<file path="config.mk">
export PLATFORM = sky130hd
export DESIGN_NAME = wcg_cordic_cell
export DESIGN_NICKNAME = d
export VERILOG_FILES = /design/src/sv/wcg_pkg.sv /design/src/sv/wcg_cordic_cell.sv
export SDC_FILE = /design/constraint.sdc
export NUM_CORES = 1
export LEC_CHECK = 0
export ABC_AREA = 1
export BUFFER_PORTS_ARGS = -buffer_cell sky130_fd_sc_hd__buf_2
export CAP_MARGIN = 20
export CORE_MARGIN = 5
export CORE_UTILIZATION = 39
export CTS_CLUSTER_SIZE = 8
export DETAILED_ROUTE_END_ITERATION = 6
export GPL_TIMING_DRIVEN = 0
export HOLD_SLACK_MARGIN = 0.06
export SLEW_MARGIN = 40
export SYNTH_ARGS = -nofsm -noshare
export SYNTH_HDL_FRONTEND = slang
export SYNTH_SLANG_ARGS = --single-unit
</file>
<file path="constraint.sdc">
create_clock -name clk -period 1 [get_ports clk]
set_input_delay 0.3 -clock clk [delete_from_list [all_inputs] [get_ports clk]]
set_output_delay 0.3 -clock clk [all_outputs]
set_load 0.1 [all_outputs]
</file>
<file path="src/sv/wcg_pkg.sv">
// Shared types, constants and the arctangent table of the window coefficient generator.
`timescale 1ns / 1ps
package wcg_pkg;

	localparam int MAX_LENGTH     = 4096;
	localparam int COEF_FRAC_BITS = 16;

	localparam int IDX_W  = 12;
	localparam int LEN_W  = 13;
	localparam int COEF_W = COEF_FRAC_BITS + 1;

	// Long division: numerator, divisor and quotient widths.
	localparam int NUM_W = IDX_W + 32;
	localparam int DIV_W = 25;
	localparam int QUO_W = 33;
	localparam int CMP_W = DIV_W + QUO_W;

	// CORDIC datapath.
	localparam int CORDIC_STEPS = 24;
	localparam int CW           = 34;

	localparam logic signed [CW-1:0] Q30_ONE     = CW'(64'sd1073741824);
	localparam logic signed [CW-1:0] CORDIC_GAIN = CW'(64'sd652032874);
	localparam logic [30:0]          PIHALF_Q30  = 31'd1686629713;
	localparam logic signed [CW-1:0] ALPHA_Q30   = CW'(64'sd578059648);
	localparam logic signed [30:0]   BETA_Q30    = 31'sd495682176;

	localparam int ROUND_SH = 30 - COEF_FRAC_BITS;

	typedef enum logic [2:0] {
		WIN_RECT    = 3'd0,
		WIN_TRI     = 3'd1,
		WIN_WELCH   = 3'd2,
		WIN_HANN    = 3'd3,
		WIN_HAMMING = 3'd4
	} win_type_t;

	localparam logic REG_WINDOW_TYPE   = 1'b0;
	localparam logic REG_WINDOW_LENGTH = 1'b1;

	// Control travelling alongside each word through the cell chains.
	typedef struct packed {
		logic              valid;
		logic              oor;
		logic [2:0]        wtype;
		logic [1:0]        quad;
		logic [COEF_W-1:0] coef;
	} side_t;

	function automatic logic signed [CW-1:0] atan_q30(input int k);
		logic signed [CW-1:0] a;
		case (k)
			0:  a = CW'(64'sd843314856);
			1:  a = CW'(64'sd497837829);
			2:  a = CW'(64'sd263043836);
			3:  a = CW'(64'sd133525158);
			4:  a = CW'(64'sd67021686);
			5:  a = CW'(64'sd33543515);
			6:  a = CW'(64'sd16775850);
			7:  a = CW'(64'sd8388437);
			8:  a = CW'(64'sd4194282);
			9:  a = CW'(64'sd2097149);
			10: a = CW'(64'sd1048575);
			11: a = CW'(64'sd524287);
			12: a = CW'(64'sd262143);
			13: a = CW'(64'sd131071);
			14: a = CW'(64'sd65535);
			15: a = CW'(64'sd32767);
			16: a = CW'(64'sd16383);
			17: a = CW'(64'sd8191);
			18: a = CW'(64'sd4095);
			19: a = CW'(64'sd2047);
			20: a = CW'(64'sd1023);
			21: a = CW'(64'sd511);
			22: a = CW'(64'sd255);
			23: a = CW'(64'sd127);
			default: a = '0;
		endcase
		return a;
	endfunction

endpackage

</file>
<file path="src/sv/wcg_cordic_cell.sv">
// One CORDIC rotation cell with a fixed shift and arctangent.
`timescale 1ns / 1ps
module wcg_cordic_cell import wcg_pkg::*; #(
	parameter int K = 0
) (
	input  logic                 clk,
	input  logic                 arst_n,
	input  logic                 en,
	input  side_t                side_in,
	input  logic signed [CW-1:0] x_in,
	input  logic signed [CW-1:0] y_in,
	input  logic signed [CW-1:0] z_in,
	output side_t                side_out,
	output logic signed [CW-1:0] x_out,
	output logic signed [CW-1:0] y_out,
	output logic signed [CW-1:0] z_out
);

	localparam logic signed [CW-1:0] ATAN = atan_q30(K);

	side_t                side_s1;
	logic signed [CW-1:0] x_s1, y_s1, z_s1;
	logic signed [CW-1:0] xs, ys;

	// Arithmetic shifts round towards minus infinity.
	assign xs = x_in >>> K;
	assign ys = y_in >>> K;

	always_ff @(posedge clk or negedge arst_n) begin
		if (!arst_n) begin
			side_s1 <= '0;
		end else if (en) begin
			side_s1 <= side_in;
		end
	end

	always_ff @(posedge clk) begin
		if (en) begin
			if (!z_in[CW-1]) begin
				x_s1 <= x_in - ys;
				y_s1 <= y_in + xs;
				z_s1 <= z_in - ATAN;
			end else begin
				x_s1 <= x_in + ys;
				y_s1 <= y_in - xs;
				z_s1 <= z_in + ATAN;
			end
		end
	end

	assign side_out = side_s1;
	assign x_out    = x_s1;
	assign y_out    = y_s1;
	assign z_out    = z_s1;

endmodule

</file>
==> impl_metrics.toml <==
[run_status]
status = "finished, violations left"
violations = "setup timing"

[clock_tree]
cts_tree = "yes"
cts_sinks = 125
clk_latency_ns = 0.43
clk_pin_slew_ns = 0.07
ctsHtreeMaxLevel = 4
root_buffer = "clkbuf_16"
cts_buffers = 17
cts_max_path_buffers = 2

[drt]
dr.pass1.iters = 5
ant_nets = 0
routed_via_density = 5.57
num_vias = 15500
drc = 0
drt_iter0_markers = 1095
totalWireLength_um = 58700
routedWlPerCell_um = 21.1

[yosys]
synthTopCellsByArea = "edfxtp_1 24%, nand2_1 14%, ha_1 13%"
synthTopCellsByCount = "494 x nand2_1, 240 x inv_1, 179 x nor2_1, 161 x a21oi_1, 155 x nand3_1"
synth_top_area_frac = 0.237
ys_seq_area_frac = 0.284
synth_ff_type = "edfxtp_1"
avgSynthCellArea_um2 = 6.89
ys_async_sr_fraction = 0.192
netlist_area_um2 = 12800
syn_nets = 2119
yosysWarnings = 0
yosysMostFrequentCell = "nand2_1"
netlist-cell-type-count = 45
syn_inst = 1858
synth-seq-cells = 125
yosysTopAreaCell = "edfxtp_1"
synth_edf_count = 101

[setup_path]
cp_cell_sequence = "buf_16 -> clkbuf_16 -> inv_16 -> clkbuf_16 -> ha_4 -> nand2_4 -> nand2_1 -> a21oi_2 -> nand2_2 -> nand2_2 -> nand2_4 -> buf_4 -> buf_6 -> xor2_1"
cp.arrival_ns = 2.05
cp-end-kind = "flop"
cp_slowest_stage_delay_ns = 0.25
crit_buf_inv = 6
slowest_stage = "ha_4"
crit_family = "buffers and inverters"
cp.required_ns = 1.18
cp_max_fo = 7
crit_type = "in -> reg"
cp-start-kind = "input port"

[cells_and_area]
drive_gt1_frac = 0.583
final-instance-count-excl-fill = 2781
regArea_um2 = 3720
fillers = 2305
antenna_cells = 0
fin_nets = 2587
synthToLayoutAreaGrowth_pct = 83.1
fin_util = 0.722
multiInputGateArea_um2 = 12300

[timing]
setup_violations = 229
slew_violations = 0
max_slew_margin = 0.571
finalHoldViolations = 0
fin_skew_ns = 0
period_share = 1.87
worst_pin_slew_ns = 0.643
setup_slack_ns = -0.874
fmax_mhz = 534
grt_setup_unrepaired = "true"
tns_ns = -109.36
period_minus_slack_ns = 1.87

[power]
peakVddDrop_v = 0.00121
pwr_density_cell_nw_per_um2 = 1410
p_leak_nw = 10.4
finalPower_mw = 33.0

[grt]
grt_max_degree = 39
overflow = 0
grt_pass1_wl_um = 83400
grt_pass1_vias = 15200
antenna_found_initial = 0
grtUsageTotal = 0.295

[floorplan]
rows = 66
core_um2 = 32500
initial_core_util = 0.394
die_h_um = 191
dieWidth_um = 191
ios = 255
dieArea_um2 = 36500

[placed_design]
gp_congestion = 0.961
placed_cells = 2555
port-buffer-count = 254
dpl.hpwl_um = 40500

[job]
drv_cap = 0

[min_path]
hold_class = "in -> reg"
==> final timing paths <==
check / from / endpoint / slack, ns / depth (start not counted)
setup / recovery: z_in[33] / z_out[15]$_DFFE_PP_ / -0.87 / 14
hold / removal: side_in[7] / side_out[7]$_DFFE_PN0P_ / 0.09 / 2
setup reg to reg: side_out[20]$_DFFE_PN0P_ / side_out[20]$_DFFE_PN0P_ / 0.11 / 1
hold reg to reg: side_out[11]$_DFFE_PN0P_ / side_out[11]$_DFFE_PN0P_ / 0.60 / 1
max in group asynchronous: arst_n / side_out[2]$_DFFE_PN0P_ / 0.19 / 2
min in group asynchronous: arst_n / side_out[17]$_DFFE_PN0P_ / 0.40 / 2
==> power breakdown <==
| group | internal (mW) | switching (mW) |
|---|---|---|
| combinational | 6.68 | 12.7 |
| sequential | 6.63 | 0.410 |
| clock | 3.65 | 2.95 |
==> placed cells by master, fill, tap and decap left out, drive strengths merged, types with 5 or more instances in the layout <==
cell / Yosys / layout
nand2: 497 / 497
buf: 36 / 476
inv: 246 / 253
nor2: 185 / 185
a21oi: 162 / 162
nand3: 155 / 155
ha: 128 / 128
o21ai: 119 / 119
edfxtp: 101 / 101
xor2: 43 / 43
clkbuf: 11 / 33
nor3: 25 / 25
mux2: 24 / 24
dfrtp: 24 / 24
nand4: 16 / 16
a21o: 16 / 16
o21bai: 14 / 14
o211ai: 6 / 6
a31oi: 6 / 6
o21a: 5 / 5
nor4: 5 / 5
xnor2: 5 / 5
o31ai: 5 / 5
or2: 5 / 5
==> per-layer routing <==
| layer | vias up | global-route usage | share of wire |
|---|---|---|---|
| met5 | - | 0 | 0 |
| met4 | 0 | 0.120 | 0.045 |
| met3 | 182 | 0.0446 | 0.076 |
| met2 | 821 | 0.502 | 0.48 |
| met1 | 7402 | 0.375 | 0.40 |
| li1 | 7094 | - | - |
==> area by class of cell <==
class	instances	share of cell area
Timing Repair Buffer	462	0.197
Buffer	34	0.0203
Clock buffer	20	0.0209
Sequential cell	125	0.159
Clock inverter	12	0.00470
Inverter	246	0.0481
Multi-Input combinational cell	1440	0.526
Tap cell	442	0.0236
==> sequential cells by signal, indices dropped and copies added (netlist names) <==
signal and cells:
x_out 34, z_out 34, y_out 33, side_out 24
==> metrics by stage <==
step	hold slack (ns)	area (µm²)	worst slack (ns)
6_report	0.0947	23400	-0.874
5_1_grt	0.0912	23400	-0.946
4_1_cts	0.0807	21500	-0.777
3_5_place_dp	0.311	16100	-1.88
3_3_place_gp	0.310	16100	-2.14
2_1_floorplan	0.00443	14300	-1.04
==> what timing repair did <==
action | 4_1_cts | 5_1_grt
pin swaps | 257 | 242
gates cloned | 8 | 0
gates resized for setup | 1004 | 347
setup buffers | 124 | 74
hold endpoints to repair | 27 | 0
hold buffers | 4 | 0
endpoints found under the setup margin | 246 | 240
==> cells by family after synthesis <==
| logic type | count (synthesis) | synth area share |
|---|---|---|
| and+or+nand+nor | 894 | 0.290 |
| adders and majority gates | 132 | 0.131 |
| muxes | 26 | 0.0227 |
| xor gates and xnor gates | 48 | 0.0328 |
| buffers and inverters | 293 | 0.0941 |
| DFF | 125 | 0.284 |
| AOI/OAI and AO/OA | 340 | 0.145 |
Power figures use the tool's default switching activity.
