### src/sv/wcg_pkg.sv
// Shared types, constants and the arctangent table of the window coefficient generator.
`timescale 1ns / 1ps
package wcg_pkg;

	localparam int MAX_LENGTH     = 4096;
	localparam int COEF_FRAC_BITS = 16;

	localparam int IDX_W  = 12;
	localparam int LEN_W  = 13;
	localparam int COEF_W = COEF_FRAC_BITS + 1;

	// Long division: numerator, divisor and quotient widths.
	localparam int NUM_W = IDX_W + 32;
	localparam int DIV_W = 25;
	localparam int QUO_W = 33;
	localparam int CMP_W = DIV_W + QUO_W;

	// CORDIC datapath.
	localparam int CORDIC_STEPS = 24;
	localparam int CW           = 34;

	localparam logic signed [CW-1:0] Q30_ONE     = CW'(64'sd1073741824);
	localparam logic signed [CW-1:0] CORDIC_GAIN = CW'(64'sd652032874);
	localparam logic [30:0]          PIHALF_Q30  = 31'd1686629713;
	localparam logic signed [CW-1:0] ALPHA_Q30   = CW'(64'sd578059648);
	localparam logic signed [30:0]   BETA_Q30    = 31'sd495682176;

	localparam int ROUND_SH = 30 - COEF_FRAC_BITS;

	typedef enum logic [2:0] {
		WIN_RECT    = 3'd0,
		WIN_TRI     = 3'd1,
		WIN_WELCH   = 3'd2,
		WIN_HANN    = 3'd3,
		WIN_HAMMING = 3'd4
	} win_type_t;

	localparam logic REG_WINDOW_TYPE   = 1'b0;
	localparam logic REG_WINDOW_LENGTH = 1'b1;

	// Control travelling alongside each word through the cell chains.
	typedef struct packed {
		logic              valid;
		logic              oor;
		logic [2:0]        wtype;
		logic [1:0]        quad;
		logic [COEF_W-1:0] coef;
	} side_t;

	function automatic logic signed [CW-1:0] atan_q30(input int k);
		logic signed [CW-1:0] a;
		case (k)
			0:  a = CW'(64'sd843314856);
			1:  a = CW'(64'sd497837829);
			2:  a = CW'(64'sd263043836);
			3:  a = CW'(64'sd133525158);
			4:  a = CW'(64'sd67021686);
			5:  a = CW'(64'sd33543515);
			6:  a = CW'(64'sd16775850);
			7:  a = CW'(64'sd8388437);
			8:  a = CW'(64'sd4194282);
			9:  a = CW'(64'sd2097149);
			10: a = CW'(64'sd1048575);
			11: a = CW'(64'sd524287);
			12: a = CW'(64'sd262143);
			13: a = CW'(64'sd131071);
			14: a = CW'(64'sd65535);
			15: a = CW'(64'sd32767);
			16: a = CW'(64'sd16383);
			17: a = CW'(64'sd8191);
			18: a = CW'(64'sd4095);
			19: a = CW'(64'sd2047);
			20: a = CW'(64'sd1023);
			21: a = CW'(64'sd511);
			22: a = CW'(64'sd255);
			23: a = CW'(64'sd127);
			default: a = '0;
		endcase
		return a;
	endfunction

endpackage

### src/sv/wcg_div_cell.sv
// One restoring long-division cell: settles a single quotient bit per word.
`timescale 1ns / 1ps
module wcg_div_cell import wcg_pkg::*; #(
	parameter int BIT = 0
) (
	input  logic             clk,
	input  logic             arst_n,
	input  logic             en,
	input  side_t            side_in,
	input  logic [NUM_W-1:0] rem_in,
	input  logic [DIV_W-1:0] div_in,
	input  logic [QUO_W-1:0] quo_in,
	output side_t            side_out,
	output logic [NUM_W-1:0] rem_out,
	output logic [DIV_W-1:0] div_out,
	output logic [QUO_W-1:0] quo_out
);

	side_t            side_s1;
	logic [NUM_W-1:0] rem_s1;
	logic [DIV_W-1:0] div_s1;
	logic [QUO_W-1:0] quo_s1;

	logic [CMP_W-1:0] trial;
	logic             fits;

	assign trial = CMP_W'(div_in) << BIT;
	assign fits  = CMP_W'(rem_in) >= trial;

	always_ff @(posedge clk or negedge arst_n) begin
		if (!arst_n) begin
			side_s1 <= '0;
		end else if (en) begin
			side_s1 <= side_in;
		end
	end

	always_ff @(posedge clk) begin
		if (en) begin
			div_s1 <= div_in;
			if (fits) begin
				rem_s1 <= rem_in - trial[NUM_W-1:0];
				quo_s1 <= quo_in | (QUO_W'(1) << BIT);
			end else begin
				rem_s1 <= rem_in;
				quo_s1 <= quo_in;
			end
		end
	end

	assign side_out = side_s1;
	assign rem_out  = rem_s1;
	assign div_out  = div_s1;
	assign quo_out  = quo_s1;

endmodule

### config.mk
export PLATFORM = sky130hd
export DESIGN_NAME = wcg_div_cell
export DESIGN_NICKNAME = d
export VERILOG_FILES = /design/src/sv/wcg_pkg.sv /design/src/sv/wcg_div_cell.sv
export SDC_FILE = /design/constraint.sdc
export NUM_CORES = 1
export LEC_CHECK = 0
export ABC_AREA = 1
export BUFFER_PORTS_ARGS = -buffer_cell sky130_fd_sc_hd__buf_2
export CORE_MARGIN = 1.5
export CORE_UTILIZATION = 35
export DETAILED_ROUTE_END_ITERATION = 8
export GPL_TIMING_DRIVEN = 0
export PLACE_DENSITY_LB_ADDON = 0.08
export REMOVE_ABC_BUFFERS = 1
export SYNTH_ARGS = -nofsm -noshare
export SYNTH_HDL_FRONTEND = slang
export SYNTH_SLANG_ARGS = --single-unit
### constraint.sdc
create_clock -name clk -period 0.9 [get_ports clk]
set_clock_uncertainty 0.1 [all_clocks]
set_input_delay 0.045 -clock clk [delete_from_list [all_inputs] [get_ports clk]]
set_output_delay 0.045 -clock clk [all_outputs]
set_load 0.005 [all_outputs]
==> metrics.txt <==
area leader, netlist=edfxtp_1; Sw Ratio=28.4%; VDD IR max=about 1.1 mV; max cap viols=0; Remaining DRCs=0; ys async rst share=a little under a fifth; internal power=around 0.014 W; startpoint types=input pin; setup violators final=175; Critical R2R Launch=side_out[6]$_DFFE_PN0P_; switching power=0.00544 W; WL final=25600 microns; CP endpoint kind=register; pwr dens=between 1500 and 2000 nW/um^2; Core ar.=21000 sq um; crit path max fanout=14; Worst-path clk slew=around 0.060 ns; RSZ-0062 raised after global routing=yes; fmax=0.629 GHz; worst path bufs/invs=4; Hold Path Sink=div_out[0]$_DFFE_PP_; Max Root-Sink Buffers=2; sequential share of the synthesized area=49.3%; Mean Syn Cell Area=~8.5 sq um; post-DR wirelength/cell=15.9 microns; Inserted Diodes=0; top_reg_cell synth=edfxtp_1; Worst Hold Class=in2reg; Syn Inst Count=874; fin worst setup slack=-0.689 ns; routed vias=7317; routed vias/inst=about 4.5; total global routing overflow=0; top cell type's share of synthesized area=about two fifths; worst-margin pin slew=roughly 0.53 ns; Slowest-stage cell, CP=fa_2; worst reg2reg path depth=2; # rows=53; crit-path most repeated cell=nand3_4; combinational power share=between 20% and 30%; Clock Sink Count=between 100 and 150; CTS H-tree lvls=4; DIE AREA=between 20000 and 25000 sq um; fin crit share=177%; Clk pwr share=around 39%; ranking of synthesized cells by area=edfxtp_1 (41%), nand2_1 (15%), dfrtp_1 (8.1%); slew margin rel.=64.6%; CP Class=in2reg; area grow syn2layout=67.1%; clk_lat worst skew=0.42 ns; failing checks=hold timing, setup timing; DRT iter0 DRCs=approximately 380; layout cells sized above 1=between 40% and 50%; placed insts=approximately 1400; Overall Global Routing Usage=23.3%; Flop pwr share=37.2%; first-pass GRT wire length=39200 microns; status=complete, but fails checks; initial core utilization=between 30 and 40%; antenna violations before repair=3; post-route insts no fill=1609; Crit path arrival time=roughly 1.7 ns; Final Slew Violations=0; Netlist cell types=32; pin count of the biggest net entering global routing=45; Die Wd=roughly 150 microns; slowest cell delay on critical path=approximately 0.35 ns; mapped cell area=7430 sq um; total power=0.0192 W; Leak=5.80 nW; YS warnings=0; Inserted Clock Buffers=17; Die Height=149 microns; hpwl dp=approximately 17000 microns; Port Buffers=about 250; minimum clock period=1.59 ns; hold slack=-0.296 ns; EDFF count, synth=between 100 and 150; vias in the first global route=7358; antenna-violating nets left=0; Worst EP required=a little under 1 ns; DRT Pass-1 Iters=5; Hold Path Origin=div_in[0]; GPL Wtd Cong=about 0.87; pre-CTS WS=-1.89 ns; Cell Chain, Critical Path=buf_8 -> ha_4 -> fa_2 -> inv_2 -> nand2_2 -> nand3_4 -> nand3_4 -> nand2_4 -> nand2_4 -> nand3_4 -> buf_12 -> inv_16 -> nand2_2 -> o21ai_2; Final nets=1476; clock root buffer=clkbuf_16; r2r endpoint=side_out[6]$_DFFE_PN0P_; Final Hold Vio Count=38; CTS tree=built; Ports=255; Yosys reg bits=roughly 130; Worst path top cell family by delay=simple AND/OR/NAND/NOR gates; Hold Path Depth=1; R2R Setup Slk=-0.08 ns
==> placed cells by master, fill, tap and decap left out, drive strengths merged <==
cell	Yosys	routed
nand3b	3	3
or2	2	2
o21ai	27	27
nand3	49	49
xor2	4	4
bufbuf	0	1
clkbuf	3	23
dfrtp	24	24
a21oi	25	25
dlygate4sd3	0	129
edfxtp	102	102
and2	1	1
nor2	84	84
nor3	3	3
mux2	24	24
nand4	16	16
clkinv	0	4
nand2	301	301
buf	6	305
xnor2	14	14
fa	1	1
inv	160	167
ha	25	25
==> cells in the mapped netlist, drive strengths merged, types with 4 or more instances <==
cell type,number
nand2,301
inv,160
edfxtp,102
nor2,84
nand3,49
o21ai,27
a21oi,25
ha,25
dfrtp,24
mux2,24
nand4,16
xnor2,14
buf,6
xor2,4
==> metrics by stage <==
stage | setup TNS, ns | utilization (%) | cell area, sq um
final | -49.32 | 59.2 | 12400
after global routing | -56.47 | 59.2 | 12400
after CTS | -49.24 | 57.6 | 12100
after detailed placement | -116.67 | 42.9 | 8990
after global placement | -309.30 | 42.7 | 8950
after floorplan | -46.66 | - | 7340
==> logic make-up (layout without fill, tap and decap cells) <==
logic type	count (synthesis)	count (layout)	synth area share [%]
AND/OR/NAND/NOR	459	459	25.9
buffers and inverters	169	629	9.43
flip-flops	126	126	49.3
AO/OA/AOI/OAI	52	52	5.12
adder cells (fa/ha/maj)	26	26	4.48
multiplexers	24	24	3.64
XOR/XNOR	18	18	2.12
==> area by class of cell <==
class,instances,area [sq um]
clock inverter,9,80.1
tap,275,344
timing repair inverter,2,32.5
sequential,126,3660
multi-input combinational,579,3930
timing repair buffer,435,3180
clock buffer,23,558
inverter,160,629
fill,1926,8540
==> per-layer routing <==
metal / vias up / GRT usage, % / wire length [microns]
met1: 3375 / 28.9 / 11300
met5: - / 0 / 41
met4: 6 / 8.22 / 477
li1: 3682 / - / -
met2: 219 / 40.3 / 12500
met3: 35 / 4.51 / 1350
==> power by group through the flow <==
stage	logic (W)	clock network [W]	registers, W
2_1_floorplan	0.00156	0	0.00736
3_3_place_gp	0.00319	0	0.00726
3_5_place_dp	0.00321	0	0.00725
4_1_cts	0.00441	0.00757	0.00714
5_1_grt	0.00507	0.00779	0.00719
6_report	0.00464	0.00740	0.00714
==> state kept, by name, indices dropped and copies added, names as in the netlist <==
register and cells:
rem_out 44, quo_out 33, div_out 25, side_out 24
==> what timing repair did <==
action	CTS	global route
gates cloned	3	0
pin swaps	52	34
buffers inserted	35	15
gates resized for setup	211	46
endpoints found under the hold margin	184	43
endpoints found under the setup margin	191	174
hold buffers	122	7
==> how the worst max path moves through the flow <==
| stage | startpoint | end | slack [ns] | cells past startpoint |
|---|---|---|---|---|
| floorplan | rem_in[0] | rem_out[18]$_DFFE_PP_ | -1.15 | 13 |
| CTS | div_in[15] | rem_out[42]$_DFFE_PP_ | -0.62 | 15 |
| detailed placement | rem_in[0] | rem_out[18]$_DFFE_PP_ | -1.89 | 14 |
| finish | div_in[0] | rem_out[14]$_DFFE_PP_ | -0.69 | 14 |
| global placement | en | side_out[7]$_DFFE_PN0P_ | -1.96 | 2 |
| global route | rem_in[0] | rem_out[11]$_DFFE_PP_ | -0.73 | 15 |
Note: power is estimated with default switching activity, not from simulation.
